$ cat src/rtl/core/pf2r_pkg.sv
// shared types and constants for the pixel format to rgba8 converter
`timescale 1ns / 1ps

package pf2r_pkg;

  localparam int unsigned WORD_W       = 32;
  localparam int unsigned CHAN_W       = 8;
  localparam int unsigned MAG_W        = 24;
  localparam int unsigned SHIFT_W      = 6;
  localparam int unsigned PROD_W       = MAG_W + CHAN_W;
  localparam int unsigned CFG_INDEX_W  = 1;
  localparam int unsigned CFG_DATA_W   = 3;
  localparam int unsigned NUM_CHAN     = 4;
  localparam int unsigned QUEUE_DEPTH_DEF = 2;

  localparam logic [CFG_INDEX_W-1:0] REG_PIXEL_FORMAT = 1'd0;
  localparam logic [CFG_INDEX_W-1:0] REG_SWAP_RED_BLUE = 1'd1;

  typedef enum logic [2:0] {
    FMT_RGBA8      = 3'd0,
    FMT_R8         = 3'd1,
    FMT_RGBA16F    = 3'd2,
    FMT_RGBA32F    = 3'd3,
    FMT_R11G11B10F = 3'd4,
    FMT_RG16F      = 3'd5,
    FMT_R16F       = 3'd6,
    FMT_R32F       = 3'd7
  } fmt_t;

  // how the back end turns a channel into a byte
  typedef enum logic [1:0] {
    CH_ZERO  = 2'd0,
    CH_FULL  = 2'd1,
    CH_BYTE  = 2'd2,
    CH_SCALE = 2'd3
  } ch_kind_t;

  typedef struct packed {
    ch_kind_t             kind;
    logic [MAG_W-1:0]     mag;
    logic [SHIFT_W-1:0]   sh;
  } ch_desc_t;

  // channel 0 red, 1 green, 2 blue, 3 alpha
  typedef struct packed {
    ch_desc_t [NUM_CHAN-1:0] ch;
    logic                    end_of_row;
    logic                    end_of_frame;
  } item_t;

endpackage

$ cat src/rtl/core/pixel_format_to_rgba8.sv
// top level of the pixel format to rgba8 converter
`timescale 1ns / 1ps

// Converts one source pixel per transaction into one rgba8 pixel.
// Input side is a queue: the source holds in_word_0..3 and the end marks and
// raises push; the transaction happens on a clock edge with push high and
// full low. Result side is a queue too: while empty is low the oldest pixel
// sits on out_red/green/blue/alpha with row_done and frame_done, and it goes
// at an edge with pop high.
// The front end decodes the pixel combinationally into a small queue; the
// back end multiplies each float mantissa by 255 in one stage and rounds and
// shifts in the next. A pushed pixel passes the queue and both stages
// before it can be popped. One pixel per cycle is sustained while pop keeps
// taking; pushes continue while a result waits, until the queue and the two
// back-end stages are filled, then full rises until pop frees a place.
// cfg_wr_en writes register cfg_index (0 pixel format, 1 red/blue swap) from
// cfg_data; write only while the block is idle.
// Synchronous reset empties everything and sets format rgba8, no swap.
module pixel_format_to_rgba8
  import pf2r_pkg::*;
#(
  parameter int unsigned QUEUE_DEPTH = QUEUE_DEPTH_DEF
) (
  input  logic                   clk,
  input  logic                   rst_n,
  input  logic                   push,
  output logic                   full,
  input  logic [WORD_W-1:0]      in_word_0,
  input  logic [WORD_W-1:0]      in_word_1,
  input  logic [WORD_W-1:0]      in_word_2,
  input  logic [WORD_W-1:0]      in_word_3,
  input  logic                   in_end_of_row,
  input  logic                   in_end_of_frame,
  output logic                   empty,
  input  logic                   pop,
  output logic [CHAN_W-1:0]      out_red,
  output logic [CHAN_W-1:0]      out_green,
  output logic [CHAN_W-1:0]      out_blue,
  output logic [CHAN_W-1:0]      out_alpha,
  output logic                   out_row_done,
  output logic                   out_frame_done,
  input  logic                   cfg_wr_en,
  input  logic [CFG_INDEX_W-1:0] cfg_index,
  input  logic [CFG_DATA_W-1:0]  cfg_data
);

  fmt_t  pixel_format_r, pixel_format_nxt;
  logic  swap_red_blue_r, swap_red_blue_nxt;

  item_t             front_item;
  item_t             q_item;
  logic              q_not_empty;
  logic              q_take;
  logic              back_valid;
  logic [CHAN_W-1:0] back_byte [NUM_CHAN];

  always_comb begin
    pixel_format_nxt  = pixel_format_r;
    swap_red_blue_nxt = swap_red_blue_r;
    if (cfg_wr_en) begin
      unique case (cfg_index)
        REG_PIXEL_FORMAT:  pixel_format_nxt  = fmt_t'(cfg_data[2:0]);
        REG_SWAP_RED_BLUE: swap_red_blue_nxt = cfg_data[0];
        default:           pixel_format_nxt  = pixel_format_r;
      endcase
    end
  end

  always_ff @(posedge clk) begin
    if (!rst_n) begin
      pixel_format_r  <= FMT_RGBA8;
      swap_red_blue_r <= 1'b0;
    end else begin
      pixel_format_r  <= pixel_format_nxt;
      swap_red_blue_r <= swap_red_blue_nxt;
    end
  end

  pf2r_front u_front (
    .pixel_format  (pixel_format_r),
    .swap_red_blue (swap_red_blue_r),
    .word_0        (in_word_0),
    .word_1        (in_word_1),
    .word_2        (in_word_2),
    .word_3        (in_word_3),
    .end_of_row    (in_end_of_row),
    .end_of_frame  (in_end_of_frame),
    .item          (front_item)
  );

  pf2r_queue #(
    .DEPTH (QUEUE_DEPTH)
  ) u_queue (
    .clk       (clk),
    .rst_n     (rst_n),
    .wr_en     (push),
    .wr_item   (front_item),
    .full      (full),
    .rd_en     (q_take),
    .rd_item   (q_item),
    .not_empty (q_not_empty)
  );

  pf2r_back u_back (
    .clk              (clk),
    .rst_n            (rst_n),
    .in_valid         (q_not_empty),
    .in_item          (q_item),
    .in_take          (q_take),
    .out_valid        (back_valid),
    .out_take         (pop),
    .out_byte         (back_byte),
    .out_end_of_row   (out_row_done),
    .out_end_of_frame (out_frame_done)
  );

  assign empty     = !back_valid;
  assign out_red   = back_byte[0];
  assign out_green = back_byte[1];
  assign out_blue  = back_byte[2];
  assign out_alpha = back_byte[3];

endmodule

$ cat src/rtl/core/pf2r_front.sv
// front end: decodes the source pixel into per-channel byte descriptors
`timescale 1ns / 1ps

module pf2r_front
  import pf2r_pkg::*;
(
  input  fmt_t              pixel_format,
  input  logic              swap_red_blue,
  input  logic [WORD_W-1:0] word_0,
  input  logic [WORD_W-1:0] word_1,
  input  logic [WORD_W-1:0] word_2,
  input  logic [WORD_W-1:0] word_3,
  input  logic              end_of_row,
  input  logic              end_of_frame,
  output item_t             item
);

  function automatic ch_desc_t const_desc(input ch_kind_t k);
    ch_desc_t d;
    d.kind = k;
    d.mag  = '0;
    d.sh   = '0;
    return d;
  endfunction

  function automatic ch_desc_t byte_desc(input logic [CHAN_W-1:0] b);
    ch_desc_t d;
    d.kind = CH_BYTE;
    d.mag  = {{(MAG_W-CHAN_W){1'b0}}, b};
    d.sh   = '0;
    return d;
  endfunction

  // value = mag * 2^-sh; only shifts 24..33 survive the clamps
  function automatic ch_desc_t f32_desc(input logic [31:0] bits);
    ch_desc_t   d;
    logic [7:0] e;
    logic [7:0] sh_full;
    e       = bits[30:23];
    sh_full = 8'd150 - e;
    d       = const_desc(CH_ZERO);
    if (e == 8'hFF) begin
      d.kind = (bits[22:0] != '0 || bits[31]) ? CH_ZERO : CH_FULL;
    end else if (bits[31] || e == 8'd0 || e < 8'd117) begin
      d.kind = CH_ZERO;
    end else if (e >= 8'd127) begin
      d.kind = CH_FULL;
    end else begin
      d.kind = CH_SCALE;
      d.mag  = {1'b1, bits[22:0]};
      d.sh   = sh_full[SHIFT_W-1:0];
    end
    return d;
  endfunction

  function automatic ch_desc_t f16_desc(input logic [15:0] h);
    ch_desc_t   d;
    logic [4:0] e;
    logic [5:0] sh_full;
    e       = h[14:10];
    sh_full = 6'd25 - {1'b0, e};
    d       = const_desc(CH_ZERO);
    if (e == 5'd31) begin
      d.kind = (h[9:0] != '0 || h[15]) ? CH_ZERO : CH_FULL;
    end else if (h[15]) begin
      d.kind = CH_ZERO;
    end else if (e == 5'd0) begin
      if (h[9:0] != '0) begin
        d.kind = CH_SCALE;
        d.mag  = {{(MAG_W-10){1'b0}}, h[9:0]};
        d.sh   = 6'd24;
      end
    end else if (e >= 5'd15) begin
      d.kind = CH_FULL;
    end else begin
      d.kind = CH_SCALE;
      d.mag  = {{(MAG_W-11){1'b0}}, 1'b1, h[9:0]};
      d.sh   = sh_full;
    end
    return d;
  endfunction

  // unsigned small float, six-bit mantissa when mb6 is set, else five-bit
  function automatic ch_desc_t uf_desc(input logic [4:0] e, input logic [5:0] m,
                                       input logic mb6);
    ch_desc_t   d;
    logic [5:0] sh_full;
    logic [6:0] hid;
    sh_full = (mb6 ? 6'd21 : 6'd20) - {1'b0, e};
    hid     = mb6 ? {1'b1, m} : {2'b01, m[4:0]};
    d       = const_desc(CH_ZERO);
    if (e == 5'd31) begin
      d.kind = (m != '0) ? CH_ZERO : CH_FULL;
    end else if (e == 5'd0) begin
      if (m != '0) begin
        d.kind = CH_SCALE;
        d.mag  = {{(MAG_W-6){1'b0}}, m};
        d.sh   = mb6 ? 6'd20 : 6'd19;
      end
    end else if (e >= 5'd15) begin
      d.kind = CH_FULL;
    end else begin
      d.kind = CH_SCALE;
      d.mag  = {{(MAG_W-7){1'b0}}, hid};
      d.sh   = sh_full;
    end
    return d;
  endfunction

  always_comb begin
    item.ch[0] = const_desc(CH_ZERO);
    item.ch[1] = const_desc(CH_ZERO);
    item.ch[2] = const_desc(CH_ZERO);
    item.ch[3] = const_desc(CH_FULL);
    item.end_of_row   = end_of_row;
    item.end_of_frame = end_of_frame;
    unique case (pixel_format)
      FMT_RGBA8: begin
        item.ch[0] = byte_desc(swap_red_blue ? word_0[23:16] : word_0[7:0]);
        item.ch[1] = byte_desc(word_0[15:8]);
        item.ch[2] = byte_desc(swap_red_blue ? word_0[7:0] : word_0[23:16]);
        item.ch[3] = byte_desc(word_0[31:24]);
      end
      FMT_R8: begin
        item.ch[0] = byte_desc(word_0[7:0]);
      end
      FMT_RGBA16F: begin
        item.ch[0] = f16_desc(word_0[15:0]);
        item.ch[1] = f16_desc(word_0[31:16]);
        item.ch[2] = f16_desc(word_1[15:0]);
        item.ch[3] = f16_desc(word_1[31:16]);
      end
      FMT_RGBA32F: begin
        item.ch[0] = f32_desc(word_0);
        item.ch[1] = f32_desc(word_1);
        item.ch[2] = f32_desc(word_2);
        item.ch[3] = f32_desc(word_3);
      end
      FMT_R11G11B10F: begin
        item.ch[0] = uf_desc(word_0[10:6], word_0[5:0], 1'b1);
        item.ch[1] = uf_desc(word_0[21:17], word_0[16:11], 1'b1);
        item.ch[2] = uf_desc(word_0[31:27], {1'b0, word_0[26:22]}, 1'b0);
      end
      FMT_RG16F: begin
        item.ch[0] = f16_desc(word_0[15:0]);
        item.ch[1] = f16_desc(word_0[31:16]);
      end
      FMT_R16F: begin
        item.ch[0] = f16_desc(word_0[15:0]);
      end
      FMT_R32F: begin
        item.ch[0] = f32_desc(word_0);
      end
      default: begin
        item.ch[0] = const_desc(CH_ZERO);
      end
    endcase
  end

endmodule

$ cat src/rtl/core/pf2r_queue.sv
// short queue of decoded pixels between front and back end
`timescale 1ns / 1ps

module pf2r_queue
  import pf2r_pkg::*;
#(
  parameter int unsigned DEPTH = QUEUE_DEPTH_DEF
) (
  input  logic  clk,
  input  logic  rst_n,
  input  logic  wr_en,
  input  item_t wr_item,
  output logic  full,
  input  logic  rd_en,
  output item_t rd_item,
  output logic  not_empty
);

  localparam int unsigned PTR_W = (DEPTH > 1) ? $clog2(DEPTH) : 1;
  localparam int unsigned CNT_W = $clog2(DEPTH + 1);
  localparam logic [PTR_W-1:0] LAST_PTR = PTR_W'(DEPTH - 1);
  localparam logic [CNT_W-1:0] FULL_CNT = CNT_W'(DEPTH);

  item_t            store_r [DEPTH];
  logic [PTR_W-1:0] wr_ptr_r, wr_ptr_nxt;
  logic [PTR_W-1:0] rd_ptr_r, rd_ptr_nxt;
  logic [CNT_W-1:0] count_r, count_nxt;
  logic             do_wr, do_rd;

  assign full      = (count_r == FULL_CNT);
  assign not_empty = (count_r != '0);
  assign do_wr     = wr_en && !full;
  assign do_rd     = rd_en && not_empty;
  assign rd_item   = store_r[rd_ptr_r];

  always_comb begin
    wr_ptr_nxt = wr_ptr_r;
    rd_ptr_nxt = rd_ptr_r;
    count_nxt  = count_r;
    if (do_wr) begin
      wr_ptr_nxt = (wr_ptr_r == LAST_PTR) ? '0 : wr_ptr_r + 1'b1;
    end
    if (do_rd) begin
      rd_ptr_nxt = (rd_ptr_r == LAST_PTR) ? '0 : rd_ptr_r + 1'b1;
    end
    if (do_wr && !do_rd) begin
      count_nxt = count_r + 1'b1;
    end else if (do_rd && !do_wr) begin
      count_nxt = count_r - 1'b1;
    end
  end

  always_ff @(posedge clk) begin
    if (!rst_n) begin
      wr_ptr_r <= '0;
      rd_ptr_r <= '0;
      count_r  <= '0;
    end else begin
      wr_ptr_r <= wr_ptr_nxt;
      rd_ptr_r <= rd_ptr_nxt;
      count_r  <= count_nxt;
    end
  end

  always_ff @(posedge clk) begin
    if (do_wr) begin
      store_r[wr_ptr_r] <= wr_item;
    end
  end

endmodule

$ cat src/rtl/core/pf2r_back.sv
// back end: two-stage scale of channel descriptors to rgba8 bytes
`timescale 1ns / 1ps

module pf2r_back
  import pf2r_pkg::*;
(
  input  logic              clk,
  input  logic              rst_n,
  input  logic              in_valid,
  input  item_t             in_item,
  output logic              in_take,
  output logic              out_valid,
  input  logic              out_take,
  output logic [CHAN_W-1:0] out_byte [NUM_CHAN],
  output logic              out_end_of_row,
  output logic              out_end_of_frame
);

  localparam int unsigned SUM_W = PROD_W + 2;

  // stage 1: product mag * 255
  logic                v1_r, v1_nxt;
  ch_kind_t            kind1_r [NUM_CHAN];
  logic [PROD_W-1:0]   prod1_r [NUM_CHAN];
  logic [SHIFT_W-1:0]  sh1_r   [NUM_CHAN];
  logic                eor1_r, eof1_r;

  // stage 2: rounded, shifted byte
  logic                v2_r, v2_nxt;
  logic [CHAN_W-1:0]   byte2_r [NUM_CHAN];
  logic                eor2_r, eof2_r;

  logic                adv1, adv2;

  assign adv2    = !v2_r || out_take;
  assign adv1    = !v1_r || adv2;
  assign in_take = adv1 && in_valid;
  assign v1_nxt  = adv1 ? in_valid : v1_r;
  assign v2_nxt  = adv2 ? v1_r : v2_r;

  always_ff @(posedge clk) begin
    if (!rst_n) begin
      v1_r <= 1'b0;
      v2_r <= 1'b0;
    end else begin
      v1_r <= v1_nxt;
      v2_r <= v2_nxt;
    end
  end

  always_ff @(posedge clk) begin
    if (adv1) begin
      for (int i = 0; i < NUM_CHAN; i++) begin
        kind1_r[i] <= in_item.ch[i].kind;
        sh1_r[i]   <= in_item.ch[i].sh;
        if (in_item.ch[i].kind == CH_SCALE) begin
          prod1_r[i] <= PROD_W'(in_item.ch[i].mag) * PROD_W'(8'd255);
        end else begin
          prod1_r[i] <= PROD_W'(in_item.ch[i].mag[CHAN_W-1:0]);
        end
      end
      eor1_r <= in_item.end_of_row;
      eof1_r <= in_item.end_of_frame;
    end
  end

  always_ff @(posedge clk) begin
    logic [SUM_W-1:0] sum;
    logic [SUM_W-1:0] shifted;
    if (adv2) begin
      for (int i = 0; i < NUM_CHAN; i++) begin
        // round half up: add half an output step, then drop the fraction
        sum     = SUM_W'(prod1_r[i]) + (SUM_W'(1) << (sh1_r[i] - 1'b1));
        shifted = sum >> sh1_r[i];
        case (kind1_r[i])
          CH_ZERO:  byte2_r[i] <= '0;
          CH_FULL:  byte2_r[i] <= '1;
          CH_BYTE:  byte2_r[i] <= prod1_r[i][CHAN_W-1:0];
          default:  byte2_r[i] <= shifted[CHAN_W-1:0];
        endcase
      end
      eor2_r <= eor1_r;
      eof2_r <= eof1_r;
    end
  end

  assign out_valid        = v2_r;
  assign out_byte         = byte2_r;
  assign out_end_of_row   = eor2_r;
  assign out_end_of_frame = eof2_r;

endmodule
$ cat config.mk
export PLATFORM = sky130hd
export DESIGN_NAME = pixel_format_to_rgba8
export DESIGN_NICKNAME = d
export VERILOG_FILES = /design/src/rtl/core/pf2r_pkg.sv /design/src/rtl/core/pixel_format_to_rgba8.sv /design/src/rtl/core/pf2r_front.sv /design/src/rtl/core/pf2r_queue.sv /design/src/rtl/core/pf2r_back.sv
export SDC_FILE = /design/constraint.sdc
export NUM_CORES = 2
export LEC_CHECK = 0
export BUFFER_PORTS_ARGS = -buffer_cell sky130_fd_sc_hd__buf_2
export CORE_AREA = 4 4 363 365
export CTS_CLUSTER_DIAMETER = 60
export DETAILED_ROUTE_END_ITERATION = 8
export DIE_AREA = 0 0 367 369
export GPL_TIMING_DRIVEN = 0
export PLACE_DENSITY = 0.59
export SETUP_SLACK_MARGIN = 0.15
export SYNTH_ARGS = -nofsm -noshare
export SYNTH_HDL_FRONTEND = slang
export SYNTH_SLANG_ARGS = --single-unit
$ cat constraint.sdc
create_clock -name clk -period 18.14 [get_ports clk]
set_input_delay 0.907 -clock clk [delete_from_list [all_inputs] [get_ports clk]]
set_output_delay 0.907 -clock clk [all_outputs]
set_load 0.01 [all_outputs]
Word-level counts from Yosys, hierarchy flattened
Memories as Yosys holds them, arrays and structs flattened. A register that Yosys moved wholly into a read port is not among the register bits.
Index checks and enable logic that the tools add are counted.
{ "word_totals": {"register_bits": 46, "memories": 4, "ram_bits": 420, "inputBits": 139} }
{ "classes": {"eq_ne": 31, "shift": 8, "n_addsub": 23, "n_bitwise": 5, "mux": 133, "multipliers": 4, "order_cmp": 15, "reduce_logical": 62} }
{ "mem_list": {"columns": ["memory", "depth", "width", "read_ports", "rd_clocked_by_memory_dff", "write_ports", "line_no", "text"], "rows": [
  ["u_queue.store_r", 2, 130, 1, 1, 1, "pf2r_queue.sv:24", "item_t store_r [DEPTH];"],
  ["u_back.prod1_r", 4, 32, 4, 0, 4, "pf2r_back.sv:24", "logic [PROD_W-1:0] prod1_r [NUM_CHAN];"],
  ["u_back.sh1_r", 4, 6, 4, 0, 4, "pf2r_back.sv:25", "logic [SHIFT_W-1:0] sh1_r [NUM_CHAN];"],
  ["u_back.kind1_r", 4, 2, 4, 0, 4, "pf2r_back.sv:23", "ch_kind_t kind1_r [NUM_CHAN];"]
]} }
{ "op_table": {"columns": ["op", "count"], "rows": [
  ["$mux W30", 23],
  ["$mux W32", 18],
  ["$pmux W32 S4", 2],
  ["$pmux W32 S5", 1],
  ["$add A32 B34 Y34", 4],
  ["$shl A1 B6 Y34 const A", 4],
  ["$shr A34 B6 Y8", 4],
  ["$mul A24 B8 Y32 const B", 4],
  ["$pmux W32 S3", 1],
  ["$pmux W8 S3", 4],
  ["$reduce_bool A23 Y1", 4],
  ["$mux W17", 4],
  ["$mux W2", 32],
  ["$mux W1", 43],
  ["$sub A5 B5 Y6 const A", 7],
  ["$reduce_bool A10 Y1", 4],
  ["$eq A5 B5 Y1 const B", 7],
  ["$ge A5 B4 Y1 const B", 7],
  ["$logic_not A5 Y1", 7],
  ["$eq A8 B8 Y1 const B", 4],
  ["$ge A8 B7 Y1 const B", 4],
  ["$logic_not A8 Y1", 4],
  ["$lt A8 B7 Y1 const B", 4],
  ["$mux W13", 2],
  ["25 further kinds", 83]
]} }

Longest topological paths before layout
{ "logic_depth": {"depth_word": 8, "ltp_mapped": 25, "ltp_nobuf": 22} }

By module
From an unflattened synthesis, not the netlist that was laid out.
{ "hier_totals": {"hier_cells": 5164, "hier_area_um2": 50975.1} }
{ "modules_own_cells": {"columns": ["mod", "cells_per_inst", "seq_area_each_um2", "area_each_um2", "instances"], "rows": [
  ["pf2r_back", 4214, 5685.5, 37803.8, 1],
  ["pf2r_queue", 429, 7907.6, 9643.0, 1],
  ["pf2r_front", 503, 0.0, 3358.2, 1],
  ["pixel_format_to_rgba8", 18, 80.1, 170.2, 1]
]} }

Least setup slack after synthesis
Ideal clock, no wire load.
{ "synth_timing": {"path_kind": "reg-to-reg", "from": "register (tool-made name)", "to": "memory u_back.prod1_r[0][22] (netlist name), data pin", "synth_period_minus_slack_ns": 7.060, "arrival_ns": 6.853, "slack_ns": 11.080, "n_path_buf": 3, "path_stages_with_launch": 24, "required_time_ns": 17.933, "path_cell_list": "dfxtp_1 buf_1 clkbuf_1 clkbuf_1 mux2i_1 fa_1 inv_1 fa_1 fa_1 inv_1 fa_1 inv_1 ha_1 and4_1 a211oi_1 o21ai_0 a221oi_1 a21oi_1 a41oi_1 nand2b_1 a21o_1 a21oi_1 mux2_2 a2111oi_0"} }
{ "synth_lines": {"columns": ["item", "line_no"], "rows": [
  ["to (decl)", "pf2r_back.sv:24"]
]} }

==> key figures <==
Routing
  – Number of remaining DRC errors: 0
  – Drt total wl: 156,000 um
  – Vias per std cell: 5.65
  – Avg WL per Cell: 21.1 um
  – Via count: 41,800
  – DRT antenna net count: 0
  – Pre-Repair DR Iteration Count: 6
  – Initial DRC Count: 3,570

Worst setup path
  – CP required: 18.49 ns
  – CP Capture Type: register
  – Crit-path cells: buf_1 -> clkbuf_1 -> clkbuf_1 -> mux2i_1 -> fa_1 -> inv_1 -> fa_1 -> fa_1 -> inv_1 -> fa_1 -> inv_1 -> ha_1 -> and4_1 -> a211oi_1 -> o21ai_0 -> a221oi_1 -> a21oi_1 -> a41oi_1 -> nand2b_1 -> a21o_1 -> a21oi_1 -> mux2_2 -> a2111oi_0
  – CP Class: reg -> reg
  – Startpoint Class: register
  – CP most frequent cell: fa_1
  – Critical path data arrival time: 10.13 ns
  – CP Max Fanout: 10
  – Crit-path max cell delay: 1.05 ns
  – Slowest CP cell: clkbuf_1

Clocking
  – Clock Sink Count: 467
  – Worst skew pair latency: 0.64 ns
  – Worst-path clk slew: 0.06 ns
  – CTS tree: built
  – CTS Root Cell: clkbuf_16
  – Post CTS Setup Buffer Count: 0
  – Post-cts resize count: 0
  – Clock tree buffer depth: 3
  – Hold-fix buffers, CTS: 0
  – H-tree levels: 3
  – Cts bufs inserted: 68

Die
  – Die width: 367 um
  – # IOs: 175
  – Die Ht: 369 um
  – Core Box Area: 0.129 mm^2
  – Floorplan row count: 132
  – Die area: 0.135 mm^2
  – Initial Utilization: 0.398

Global routing
  – Initial antenna violation count: 35
  – Largest net degree at the start of global routing: 83
  – Grt ovf: 0
  – First-pass GRT wire length: 241,000 um
  – Vias in the first global route: 41,200
  – Total GRT Usage: 0.226

Synth
  – EDFF count, synth: 432
  – Yosys warning count: 0
  – Yosys top cell area share: 0.253
  – Post-synth ARST share: 0
  – Synthesized cell area: 0.0512 mm^2
  – Yosys cell types: 93
  – Post-Syn Instances: 5,410
  – Post-synth top cells: inv_1 (681), nor2_1 (459), fa_1 (444), edfxtp_1 (432), ha_1 (358)
  – Yosys top cell by area: edfxtp_1
  – Register area share after synthesis: 0.267
  – Syn Nets: 6,351
  – FF+latch count, synth: 467
  – Most common cell in the synthesized netlist: inv_1
  – Top_reg_cell synth: edfxtp_1
  – Ranking of synthesized cells by area: edfxtp_1 (25%), fa_1 (17%), ha_1 (8.7%)
  – Syn avg cell area: 9.47 um^2

STA
  – RSZ-0062 raised after global routing: no
  – Fin crit share: 0.539
  – Min Hold Slack: 0.418 ns
  – Slew @ Worst Pin: 1.36 ns
  – Max Slew Vio Count: 0
  – Final hold viol count: 0
  – Worst clock skew: 0.0228 ns
  – Setup total negative slack: 0 ns
  – Slew Limit Headroom: 0.0932
  – Fmax: 0.102 GHz
  – Min Tclk post-route: 9.77 ns
  – Final setup viols: 0

Job
  – Max-cap viol count: 0

Cells and area
  – Area grow syn2layout: 10.7%
  – # nets final: 6,598
  – Layout cell share with drive strength beyond 1: 0.0783

Placement
  – GPL Wtd Cong: 0.926
  – Post-DP HPWL: 129,000 um
  – I/O Buffers: 167

Status
  – Status: completed

Min path
  – Hold crit path type: reg -> reg
-- path summary, 6_finish.rpt --
| kind | startpoint | to | slack, ns | cells past startpoint |
|---|---|---|---|---|
| min reg2reg | u_back.eof1_r | u_back.out_end_of_frame | 0.42 | 0 |
| min | u_back.eof1_r | u_back.out_end_of_frame | 0.42 | 0 |
| max | register | u_back.prod1_r[0][22] | 8.37 | 23 |
| max reg2reg | register | u_back.prod1_r[0][22] | 8.37 | 23 |
-- cell type report --
cell class	instances	area, um^2
Antenna cell	18	45.0
Buffer	217	827
Multi-Input combinational cell	4038	34200
Fill cell	12600	72100
Clock buffer	83	1890
Sequential cell	467	13700
Inverter	688	2590
Timing Repair Buffer	177	1040
Tap cell	1675	2100
Clock inverter	36	369
-- state kept, by name (all words and copies together) (netlist names), 2 cells and up, named ones only --
register / count
pixel_format_r: 3
u_queue.count_r: 2
u_back.out_byte: 32
u_queue.store_r: 260
u_back.prod1_r: 128
u_back.kind1_r: 8
u_back.sh1_r: 24
-- placed cells by master (no fill, tap or decap), types with 26 or more instances in the layout --
cell       synthesis  routed
clkbuf_16          0      73
or3_1             33      33
a22o_1            38      38
nor2_1           459     458
o21a_1            46      46
edfxtp_1         432     432
nor3_1           108     108
o21bai_1          26      26
a31oi_1           60      60
a211oi_1          75      75
buf_1             29      29
a211o_1           26      26
and3_1            37      36
inv_1            681     679
ha_1             358     358
nand2b_1          48      48
a21o_1           109     109
o211ai_1          51      51
nand3_1           98      98
xnor2_1          138     138
o21ai_0          197     197
and2_1            98      98
mux2_2            69      69
nor4_1            42      42
nor2b_1           45      45
dfxtp_1           35      35
mux2i_1          188     188
clkbuf_1         184     190
nand4_1           41      41
xor2_1            94      94
a21oi_1          333     333
o31ai_1           35      35
nand2_1          349     349
fa_1             444     444
buf_2              3     170
-- per-stage QoR --
stage / setup WS [ns] / instances / area [um^2] / util
final: 8.37 / 7399 / 56700 / 0.440
after global routing: 7.82 / 7384 / 56700 / 0.440
after CTS: 8.32 / 7380 / 56700 / 0.440
after detailed placement: 8.38 / 7261 / 54400 / 0.422
after global placement: 7.30 / 7252 / 54200 / 0.421
after floorplan: 11.08 / 5410 / 51200 / -
-- worst max-delay path, delay by kind of cell (launching register included) --
kind                     cells  cell delay (ns)
AO/OA/AOI/OAI                8             2.36
multiplexers                 2             1.33
AND/OR/NAND/NOR              2             0.32
adder cells (fa/ha/maj)      5             2.31
buffers and inverters        6             2.55
flip-flops                   1             0.59
-- routing by layer --
metal  global-route usage  share of wire
met5                    0         0.0012
met1                0.316           0.44
met2                0.348           0.44
met3               0.0564          0.091
met4               0.0666          0.029
-- logic make-up (layout without fill, tap and decap cells) --
family	Yosys count	after routing	share of synthesized area
fa+ha+maj	802	802	0.261
xor+xnor	232	232	0.0396
mux	282	282	0.0629
other cells	0	18	0
compound gates	1263	1263	0.167
flops	467	467	0.267
simple gates	1459	1459	0.137
buf+inv	905	1201	0.0665
Power is not shown: default switching activity piles up to over one toggle a cycle in this logic, so the estimate is an artifact.
